$ cat config.mk
export PLATFORM = sky130hd
export DESIGN_NAME = csg_hit_interval_combiner
export DESIGN_NICKNAME = d
export VERILOG_FILES = /design/src/hdl/chc_pkg.sv /design/src/hdl/chc_ram.sv /design/src/hdl/chc_merge.sv /design/src/hdl/csg_hit_interval_combiner.sv
export VERILOG_INCLUDE_DIRS = /design/src /design/src/hdl
export SDC_FILE = /design/constraint.sdc
export NUM_CORES = 1
export LEC_CHECK = 0
export BUFFER_PORTS_ARGS = -buffer_cell sky130_fd_sc_hd__buf_4
export CAP_MARGIN = 10
export CORE_MARGIN = 2
export CORE_UTILIZATION = 61
export DETAILED_ROUTE_END_ITERATION = 10
export PLACE_DENSITY_LB_ADDON = 0.15
export SLEW_MARGIN = 10
export SYNTH_ARGS = -nofsm -noshare
export SYNTH_HDL_FRONTEND = slang
export SYNTH_SLANG_ARGS = --single-unit
$ cat constraint.sdc
create_clock -name clk -period 6 [get_ports clk]
set_input_delay 0.3 -clock clk [delete_from_list [all_inputs] [get_ports clk]]
set_output_delay 0.3 -clock clk [all_outputs]
set_load 0.005 [all_outputs]
$ cat src/hdl/assert_macros.svh
// Assertion macros shared by the hit interval combiner RTL.
// No dependencies; simulation builds get the checks, synthesis builds get nothing.
`ifndef ASSERT_MACROS_SVH
`define ASSERT_MACROS_SVH
`ifndef SYNTHESIS
// check that is held off while reset is asserted
`define CHC_ASSERT(lbl, clk, rst_n, prop, msg) \
  lbl: assert property (@(posedge clk) disable iff (!rst_n) prop) else $error(msg);
// check that must also hold through reset
`define CHC_ASSERT_ALWAYS(lbl, clk, prop, msg) \
  lbl: assert property (@(posedge clk) prop) else $error(msg);
`else
`define CHC_ASSERT(lbl, clk, rst_n, prop, msg)
`define CHC_ASSERT_ALWAYS(lbl, clk, prop, msg)
`endif
`endif

$ cat src/hdl/chc_pkg.sv
// Types, codes and helper function for the hit interval combiner.
// No dependencies; used by chc_merge and csg_hit_interval_combiner.
`default_nettype none

package chc_pkg;

  localparam int DIST_W = 32;
  localparam int IDX_W  = 4;

  // boolean operation codes
  typedef enum logic [1:0] {
    OP_UNION            = 2'd0,
    OP_INTERSECT        = 2'd1,
    OP_LEFT_MINUS_RIGHT = 2'd2
  } chc_op_t;

  // merge sequencer states
  typedef enum logic [1:0] {
    ST_IDLE,
    ST_FETCH,
    ST_CMP,
    ST_FINISH
  } chc_state_t;

  // winning hit as handed from the merge unit to the output register
  typedef struct packed {
    logic              found;
    logic              side;
    logic [IDX_W-1:0]  index;
    logic [DIST_W-1:0] distance;
  } chc_win_t;

  // inside state of the combined solid; unused code is never inside
  function automatic logic combined_inside(chc_op_t op, logic in_l, logic in_r);
    case (op)
      OP_UNION:            combined_inside = in_l | in_r;
      OP_INTERSECT:        combined_inside = in_l & in_r;
      OP_LEFT_MINUS_RIGHT: combined_inside = in_l & ~in_r;
      default:             combined_inside = 1'b0;
    endcase
  endfunction

endpackage

`default_nettype wire

$ cat src/hdl/chc_ram.sv
// Generic single write port, single read port RAM with registered read data.
// No dependencies.
`default_nettype none

module chc_ram #(
  parameter int WIDTH = 32,
  parameter int DEPTH = 16,
  localparam int AW = (DEPTH > 1) ? $clog2(DEPTH) : 1
) (
  input  logic             clk,
  input  logic             we,
  input  logic [AW-1:0]    waddr,
  input  logic [WIDTH-1:0] wdata,
  input  logic [AW-1:0]    raddr,
  output logic [WIDTH-1:0] rdata
);

  logic [WIDTH-1:0] mem [DEPTH];
  logic [WIDTH-1:0] rdata_r;

  always_ff @(posedge clk) begin
    if (we) begin
      mem[waddr] <= wdata;
    end
    rdata_r <= mem[raddr];
  end

  assign rdata = rdata_r;

endmodule

`default_nettype wire

$ cat src/hdl/chc_merge.sv
// Merge sequencer: walks both hit lists with one shared distance comparator.
// Depends on chc_pkg and assert_macros.svh; reads the two hit RAMs.
`default_nettype none
`include "assert_macros.svh"

module chc_merge #(
  parameter int MAX_HITS = 16,
  localparam int CW = $clog2(MAX_HITS + 1),
  localparam int IW = (MAX_HITS > 1) ? $clog2(MAX_HITS) : 1
) (
  input  logic                          clk,
  input  logic                          rst_n,
  input  logic                          start,
  input  chc_pkg::chc_op_t              op,
  input  logic [CW-1:0]                 left_count,
  input  logic [CW-1:0]                 right_count,
  input  logic                          left_start,
  input  logic                          right_start,
  input  logic [chc_pkg::DIST_W-1:0]    l_rdata,
  input  logic [chc_pkg::DIST_W-1:0]    r_rdata,
  output logic [IW-1:0]                 l_raddr,
  output logic [IW-1:0]                 r_raddr,
  input  logic                          slot_free,
  output logic                          busy,
  output logic                          done,
  output chc_pkg::chc_win_t             win
);

  import chc_pkg::*;

  chc_state_t    state_r, state_nxt;
  logic [CW-1:0] li_r, li_nxt;
  logic [CW-1:0] ri_r, ri_nxt;
  logic          in_l_r, in_l_nxt;
  logic          in_r_r, in_r_nxt;
  chc_win_t      win_r, win_nxt;

  logic          l_more, r_more;
  logic          take_left;
  logic          was_in, now_in;

  always_ff @(posedge clk) begin
    if (!rst_n) begin
      state_r <= ST_IDLE;
      li_r    <= '0;
      ri_r    <= '0;
      in_l_r  <= 1'b0;
      in_r_r  <= 1'b0;
      win_r   <= '0;
    end else begin
      state_r <= state_nxt;
      li_r    <= li_nxt;
      ri_r    <= ri_nxt;
      in_l_r  <= in_l_nxt;
      in_r_r  <= in_r_nxt;
      win_r   <= win_nxt;
    end
  end

  // RAM addresses follow the list heads; read data is registered and valid in the following cycle
  assign l_raddr = li_r[IW-1:0];
  assign r_raddr = ri_r[IW-1:0];

  // shared comparator: left wins ties
  assign l_more    = (li_r < left_count);
  assign r_more    = (ri_r < right_count);
  assign take_left = l_more && (!r_more || (l_rdata <= r_rdata));

  always_comb begin
    state_nxt = state_r;
    li_nxt    = li_r;
    ri_nxt    = ri_r;
    in_l_nxt  = in_l_r;
    in_r_nxt  = in_r_r;
    win_nxt   = win_r;
    done      = 1'b0;
    was_in    = 1'b0;
    now_in    = 1'b0;
    case (state_r)
      ST_IDLE: begin
        if (start) begin
          li_nxt   = '0;
          ri_nxt   = '0;
          in_l_nxt = left_start;
          in_r_nxt = right_start;
          win_nxt  = '0;
          if ((left_count != '0) || (right_count != '0)) begin
            state_nxt = ST_FETCH;
          end else begin
            state_nxt = ST_FINISH;
          end
        end
      end
      ST_FETCH: begin
        state_nxt = ST_CMP;
      end
      ST_CMP: begin
        was_in = combined_inside(op, in_l_r, in_r_r);
        if (take_left) begin
          in_l_nxt = ~in_l_r;
          li_nxt   = li_r + CW'(1);
        end else begin
          in_r_nxt = ~in_r_r;
          ri_nxt   = ri_r + CW'(1);
        end
        now_in = combined_inside(op, in_l_nxt, in_r_nxt);
        if (!was_in && now_in) begin
          win_nxt.found    = 1'b1;
          win_nxt.side     = ~take_left;
          win_nxt.index    = take_left ? IDX_W'(li_r) : IDX_W'(ri_r);
          win_nxt.distance = take_left ? l_rdata : r_rdata;
          state_nxt        = ST_FINISH;
        end else if ((li_nxt < left_count) || (ri_nxt < right_count)) begin
          state_nxt = ST_FETCH;
        end else begin
          state_nxt = ST_FINISH;
        end
      end
      ST_FINISH: begin
        if (slot_free) begin
          done      = 1'b1;
          state_nxt = ST_IDLE;
        end
      end
      default: begin
        state_nxt = ST_IDLE;
      end
    endcase
  end

  assign busy = (state_r != ST_IDLE);
  assign win  = win_r;

  `CHC_ASSERT_ALWAYS(a_no_start_busy, clk, !(start && busy), "evaluate taken while merging")
  `CHC_ASSERT(a_li_bound, clk, rst_n, (state_r != ST_IDLE) |-> (li_r <= left_count), "left head past list end")
  `CHC_ASSERT(a_ri_bound, clk, rst_n, (state_r != ST_IDLE) |-> (ri_r <= right_count), "right head past list end")
  `CHC_ASSERT(a_cmp_work, clk, rst_n, (state_r == ST_CMP) |-> (l_more || r_more), "compare with both lists empty")

endmodule

`default_nettype wire

$ cat src/hdl/csg_hit_interval_combiner.sv
// Top level of the hit interval combiner: hit storage, counts, output register.
// Depends on chc_pkg, chc_ram and chc_merge.
//
// Usage. One ray at a time. Input requests (in_valid/in_stall) carry either a
// child hit (in_func = 0: side, distance, entering flag) or an evaluate
// request (in_func = 1). Hits are appended to the left or right list, one per
// cycle while in_stall is low, up to MAX_HITS per side; extra hits are
// dropped and flagged. An evaluate request raises in_stall while the merge
// sequencer walks both lists with a single shared comparator, each hit visited
// taking a RAM read and then a compare and toggle, stopping at the first entry
// into the combined solid. Input reopens in the same cycle as out_valid rises,
// so no new hit or evaluate is taken while an evaluate is in progress.
// Results (out_valid/out_stall) sit in an output register; add requests are
// still taken while a result waits, and a following evaluate completes its
// walk and then holds in_stall until the waiting result is taken.
// The lists and flags are cleared as the result is written.
// Reset (rst_n low, synchronous) empties both lists, clears the overflow flag,
// drops any pending result and sets the operation to union. cfg_we writes the
// operation (0 union, 1 intersection, 2 left minus right); the user must write
// it only while idle, which the block itself does not enforce.
`default_nettype none

module csg_hit_interval_combiner #(
  parameter int MAX_HITS = 16
) (
  input  logic                       clk,
  input  logic                       rst_n,
  // configuration
  input  logic                       cfg_we,
  input  logic [1:0]                 cfg_wdata,
  // input requests
  input  logic                       in_valid,
  output logic                       in_stall,
  input  logic                       in_func,
  input  logic                       in_from_right,
  input  logic [chc_pkg::DIST_W-1:0] in_hit_distance,
  input  logic                       in_entering,
  // result requests
  output logic                       out_valid,
  input  logic                       out_stall,
  output logic                       out_found,
  output logic                       out_winner_side,
  output logic [chc_pkg::IDX_W-1:0]  out_winner_index,
  output logic [chc_pkg::DIST_W-1:0] out_winner_distance,
  output logic                       out_overflowed
);

  import chc_pkg::*;

  localparam int CW = $clog2(MAX_HITS + 1);
  localparam int IW = (MAX_HITS > 1) ? $clog2(MAX_HITS) : 1;

  // configuration and list state
  chc_op_t       op_r, op_nxt;
  logic [CW-1:0] lcnt_r, lcnt_nxt;
  logic [CW-1:0] rcnt_r, rcnt_nxt;
  logic          lstart_r, lstart_nxt;
  logic          rstart_r, rstart_nxt;
  logic          ovf_r, ovf_nxt;

  // output register
  logic          out_valid_r, out_valid_nxt;
  chc_win_t      out_win_r;
  logic          out_ovf_r;

  // handshake decode
  logic          add_acc, eval_acc;
  logic          l_room, r_room;
  logic          l_we, r_we;
  logic          slot_free;

  // merge unit links
  logic [IW-1:0]     l_raddr, r_raddr;
  logic [DIST_W-1:0] l_rdata, r_rdata;
  logic              m_busy, m_done;
  chc_win_t          m_win;

  assign add_acc   = in_valid && !in_stall && !in_func;
  assign eval_acc  = in_valid && !in_stall && in_func;
  assign l_room    = (lcnt_r < CW'(MAX_HITS));
  assign r_room    = (rcnt_r < CW'(MAX_HITS));
  assign l_we      = add_acc && !in_from_right && l_room;
  assign r_we      = add_acc && in_from_right && r_room;
  assign slot_free = !out_valid_r || !out_stall;

  // busy only while an evaluate walks the lists or waits for the output slot
  assign in_stall  = m_busy;

  chc_ram #(
    .WIDTH (DIST_W),
    .DEPTH (MAX_HITS)
  ) u_left_ram (
    .clk   (clk),
    .we    (l_we),
    .waddr (lcnt_r[IW-1:0]),
    .wdata (in_hit_distance),
    .raddr (l_raddr),
    .rdata (l_rdata)
  );

  chc_ram #(
    .WIDTH (DIST_W),
    .DEPTH (MAX_HITS)
  ) u_right_ram (
    .clk   (clk),
    .we    (r_we),
    .waddr (rcnt_r[IW-1:0]),
    .wdata (in_hit_distance),
    .raddr (r_raddr),
    .rdata (r_rdata)
  );

  chc_merge #(
    .MAX_HITS (MAX_HITS)
  ) u_merge (
    .clk         (clk),
    .rst_n       (rst_n),
    .start       (eval_acc),
    .op          (op_r),
    .left_count  (lcnt_r),
    .right_count (rcnt_r),
    .left_start  (lstart_r),
    .right_start (rstart_r),
    .l_rdata     (l_rdata),
    .r_rdata     (r_rdata),
    .l_raddr     (l_raddr),
    .r_raddr     (r_raddr),
    .slot_free   (slot_free),
    .busy        (m_busy),
    .done        (m_done),
    .win         (m_win)
  );

  // list bookkeeping; a finished evaluate clears the lists and flags
  always_comb begin
    op_nxt     = cfg_we ? chc_op_t'(cfg_wdata) : op_r;
    lcnt_nxt   = lcnt_r;
    rcnt_nxt   = rcnt_r;
    lstart_nxt = lstart_r;
    rstart_nxt = rstart_r;
    ovf_nxt    = ovf_r;
    if (m_done) begin
      lcnt_nxt   = '0;
      rcnt_nxt   = '0;
      lstart_nxt = 1'b0;
      rstart_nxt = 1'b0;
      ovf_nxt    = 1'b0;
    end else if (add_acc) begin
      if (!in_from_right) begin
        if (l_room) begin
          lcnt_nxt = lcnt_r + CW'(1);
          // an exit as first hit means the ray starts inside
          if (lcnt_r == '0) begin
            lstart_nxt = ~in_entering;
          end
        end else begin
          ovf_nxt = 1'b1;
        end
      end else begin
        if (r_room) begin
          rcnt_nxt = rcnt_r + CW'(1);
          if (rcnt_r == '0) begin
            rstart_nxt = ~in_entering;
          end
        end else begin
          ovf_nxt = 1'b1;
        end
      end
    end
  end

  assign out_valid_nxt = m_done || (out_valid_r && out_stall);

  always_ff @(posedge clk) begin
    if (!rst_n) begin
      op_r        <= OP_UNION;
      lcnt_r      <= '0;
      rcnt_r      <= '0;
      lstart_r    <= 1'b0;
      rstart_r    <= 1'b0;
      ovf_r       <= 1'b0;
      out_valid_r <= 1'b0;
    end else begin
      op_r        <= op_nxt;
      lcnt_r      <= lcnt_nxt;
      rcnt_r      <= rcnt_nxt;
      lstart_r    <= lstart_nxt;
      rstart_r    <= rstart_nxt;
      ovf_r       <= ovf_nxt;
      out_valid_r <= out_valid_nxt;
    end
  end

  // result payload, loaded only when the slot is free
  always_ff @(posedge clk) begin
    if (m_done) begin
      out_win_r <= m_win;
      out_ovf_r <= ovf_r;
    end
  end

  assign out_valid           = out_valid_r;
  assign out_found           = out_win_r.found;
  assign out_winner_side     = out_win_r.side;
  assign out_winner_index    = out_win_r.index;
  assign out_winner_distance = out_win_r.distance;
  assign out_overflowed      = out_ovf_r;

endmodule

`default_nettype wire
==> impl_metrics.tcl <==
set metrics [dict create \
    outcome "completed" \
    die_x_um 278 \
    clock_sinks 1195 \
    drc 0 \
    slew_viol_final 0 \
    netlist_instances 2202 \
    synth_edf_count 1063 \
    critPathLaunchType "register" \
    leakagePower_nw 16.6 \
    synth_top_area_cell "edfxtp_1" \
    syn_to_final_growth_pct 12.7 \
    p_seq_share_pct 52.1 \
    avgSynthCellArea_um2 20.8 \
    syn_area_um2 45900 \
    dr.pass1.iters 6 \
    powerDensity_nw_per_um2 348 \
    globalplace.congestion 0.917 \
    worst_pin_slew_ps 1290 \
    yosysUniqueCellTypes 53 \
    fillers 4446 \
    cp_max_fo 45 \
    fin_skew_ps 36.9 \
    max_cap_violations 0 \
    setup_tns_ps 0 \
    start_util_pct 61.7 \
    clk_path_buf_depth 3 \
    maxSlewHeadroom_pct 14.1 \
    min_path_type "input port to register" \
    htreeDepth 3 \
    grt_use_total_pct 28.5 \
    grt_max_degree 62 \
    rows 100 \
    p_int_mw 14.0 \
    fin_area_um2 51700 \
    io_pins 83 \
    grt_pass1_wl_mm 156 \
    numPortBuffers 82 \
    clockPowerShare_pct 38.6 \
    layout-drive-gt1-share_pct 28.6 \
    p_sw_share_pct 22.3 \
    yosysSeqAreaShare_pct 75.3 \
    cts_hold_buf 9 \
    clock_latency_ps 680 \
    pwr-share-comb_pct 9.3 \
    post_cts.repair.setup_buffers 0 \
    synth.most_common_cell "edfxtp_1" \
    synth-seq-cells 1195 \
    drt-total-wl_mm 108 \
    fin_crit_sh_pct 75.3 \
    setup-violations-final 0 \
    cts_tree "done" \
    core_um2 74400 \
    fin_nets 2453 \
    yosys.area.top_type_share_pct 69.5 \
    vias_per_cell 6.64 \
    synthFlopType "edfxtp_1" \
    drt_iter0_drc 2748 \
    p_sw_mw 4.02 \
    endpoint_kind "register" \
    dpl_cell_area_um2 48000 \
    setup.worst_path.class "register to register" \
    finalHoldViolations 0 \
    hpwl_mm 62.3 \
    numCtsBuffers 113 \
    yosysWarnings 0 \
    netlist_top_cells_count "edfxtp_1 (1063), mux4_2 (320), dfxtp_1 (132), clkbuf_1 (92), a21oi_1 (63)" \
    grt_overflow 0 \
    antenna_found_initial 3 \
    dp_slack_ps 1590 \
    arrival_ps 5040 \
    synth.area.top_cells "edfxtp_1 (70%), mux4_2 (16%), dfxtp_1 (5.8%)" \
    via_count 22711 \
    root_buffer "clkbuf_16" \
    grt_pass1_vias 22754 \
    synth_fp_nets 2305 \
    crit_required_ps 6520 \
    antenna_left 0 \
    clk_pin_slew_ps 60 \
    rsz0062_at_grt "false" \
    die_h_um 278 \
    fmax_ghz 0.221 \
    fin_ws_ps 1480 \
    ctsResizeCount 0 \
    peakVddDrop_v 0.000269 \
    synthArstFlopShare_pct 0 \
    min_period_ps 4520 \
    die-area_um2 77500 \
    wire_per_inst_um 31.6 \
]
cells in the final DEF (no fill, tap or decap), drive strengths merged, types with 3 or more instances in the layout:
| cell type | n |
|---|---|
| bufinv | 10 |
| clkbuf | 151 |
| nor2b | 6 |
| nand4 | 13 |
| nor3 | 17 |
| o21ai | 51 |
| nand3 | 47 |
| nor2 | 60 |
| a21oi | 63 |
| clkinv | 46 |
| mux2 | 34 |
| a211oi | 6 |
| and3 | 37 |
| mux4 | 320 |
| nand2b | 4 |
| a21o | 10 |
| clkinvlp | 3 |
| inv | 53 |
| dlygate4sd3 | 9 |
| nand2 | 53 |
| edfxtp | 1063 |
| buf | 139 |
| a31oi | 8 |
| or3 | 3 |
| dfxtp | 132 |
| mux2i | 11 |
| xnor2 | 10 |
| ha | 61 |
layer usage:
| metal | vias to the layer above | wire (um) | track usage (%) |
|---|---|---|---|
| met5 | - | 7 | 0 |
| met4 | 2 | 4450 | 11.3 |
| met3 | 209 | 9750 | 6.03 |
| met2 | 1215 | 52100 | 44.5 |
| met1 | 11877 | 41900 | 40.4 |
| li1 | 9408 | - | - |
power groups by stage:
stage          combinational (mW)  sequential (mW)  clock (mW)
6_report                     1.68             9.37        6.95
2_1_floorplan                1.16             9.48           0
3_5_place_dp                 1.66             9.54           0
3_3_place_gp                 1.62             9.53           0
5_1_grt                      1.80             9.38        7.35
4_1_cts                      1.68             9.36        7.03
flip-flops by register name, summed over array words and instances (netlist names), 32 cells and up:
register	count
u_merge.win	38
u_left_ram.rdata	32
u_right_ram.rdata	32
u_right_ram.mem	512
u_left_ram.mem	512
out_winner_distance	32
cell families after synthesis:
| kind of cell | share of synthesized area (%) |
|---|---|
| adder cells (fa/ha/maj) | 1.66 |
| AND/OR/NAND/NOR | 2.65 |
| buffers and inverters | 1.36 |
| XOR/XNOR | 0.229 |
| flip-flops | 75.3 |
| AO/OA/AOI/OAI | 2.01 |
| multiplexers | 16.8 |
stage by stage:
stage / total power, mW / utilization [%] / hold slack, ps / std cells
2_1_floorplan: 10.6 / - / 395 / 2202
3_3_place_gp: 11.2 / 64.5 / 410 / 3195
3_5_place_dp: 11.2 / 64.5 / 407 / 3195
4_1_cts: 18.1 / 69.5 / 0.169 / 3418
5_1_grt: 18.5 / 69.5 / 19.7 / 3418
6_report: 18.0 / 69.5 / 29.0 / 3419
critical path, stage by stage (launching register included):
cell	delay [ps]
dfxtp_1	540
inv_1	170
ha_1	330
nand2_1	50
o21ai_0	370
a31o_2	900
o21ai_0	300
xnor2_1	200
ha_1	330
a21o_1	170
a21o_1	170
a21oi_1	230
nand2_1	80
nor3_1	170
mux2i_1	100
a31oi_1	180
o21ai_0	90
worst paths after layout:
kind | startpoint | endpoint | slack, ps | cells past startpoint
hold / removal | in_hit_distance[1] | u_right_ram.mem[4][1] | 30 | 1
setup reg to reg | lcnt_r[2] | u_merge.state_r[1] | 1480 | 16
hold reg to reg | u_merge.win[26] | out_winner_distance[26] | 420 | 0
setup / recovery | lcnt_r[2] | u_merge.state_r[1] | 1480 | 16
final cells by class:
class	instances	area, um^2	area share, %
flip-flops and latches	1195	34600	66.9
multi-input cells	843	11000	21.2
clock buffers	151	3030	5.86
well taps	969	1210	2.34
repair buffers	148	1130	2.19
clock inverters	63	598	1.16
inverters	49	184	0.356
diodes	1	2.50	0.00484
(Power assumes the default switching activity.)
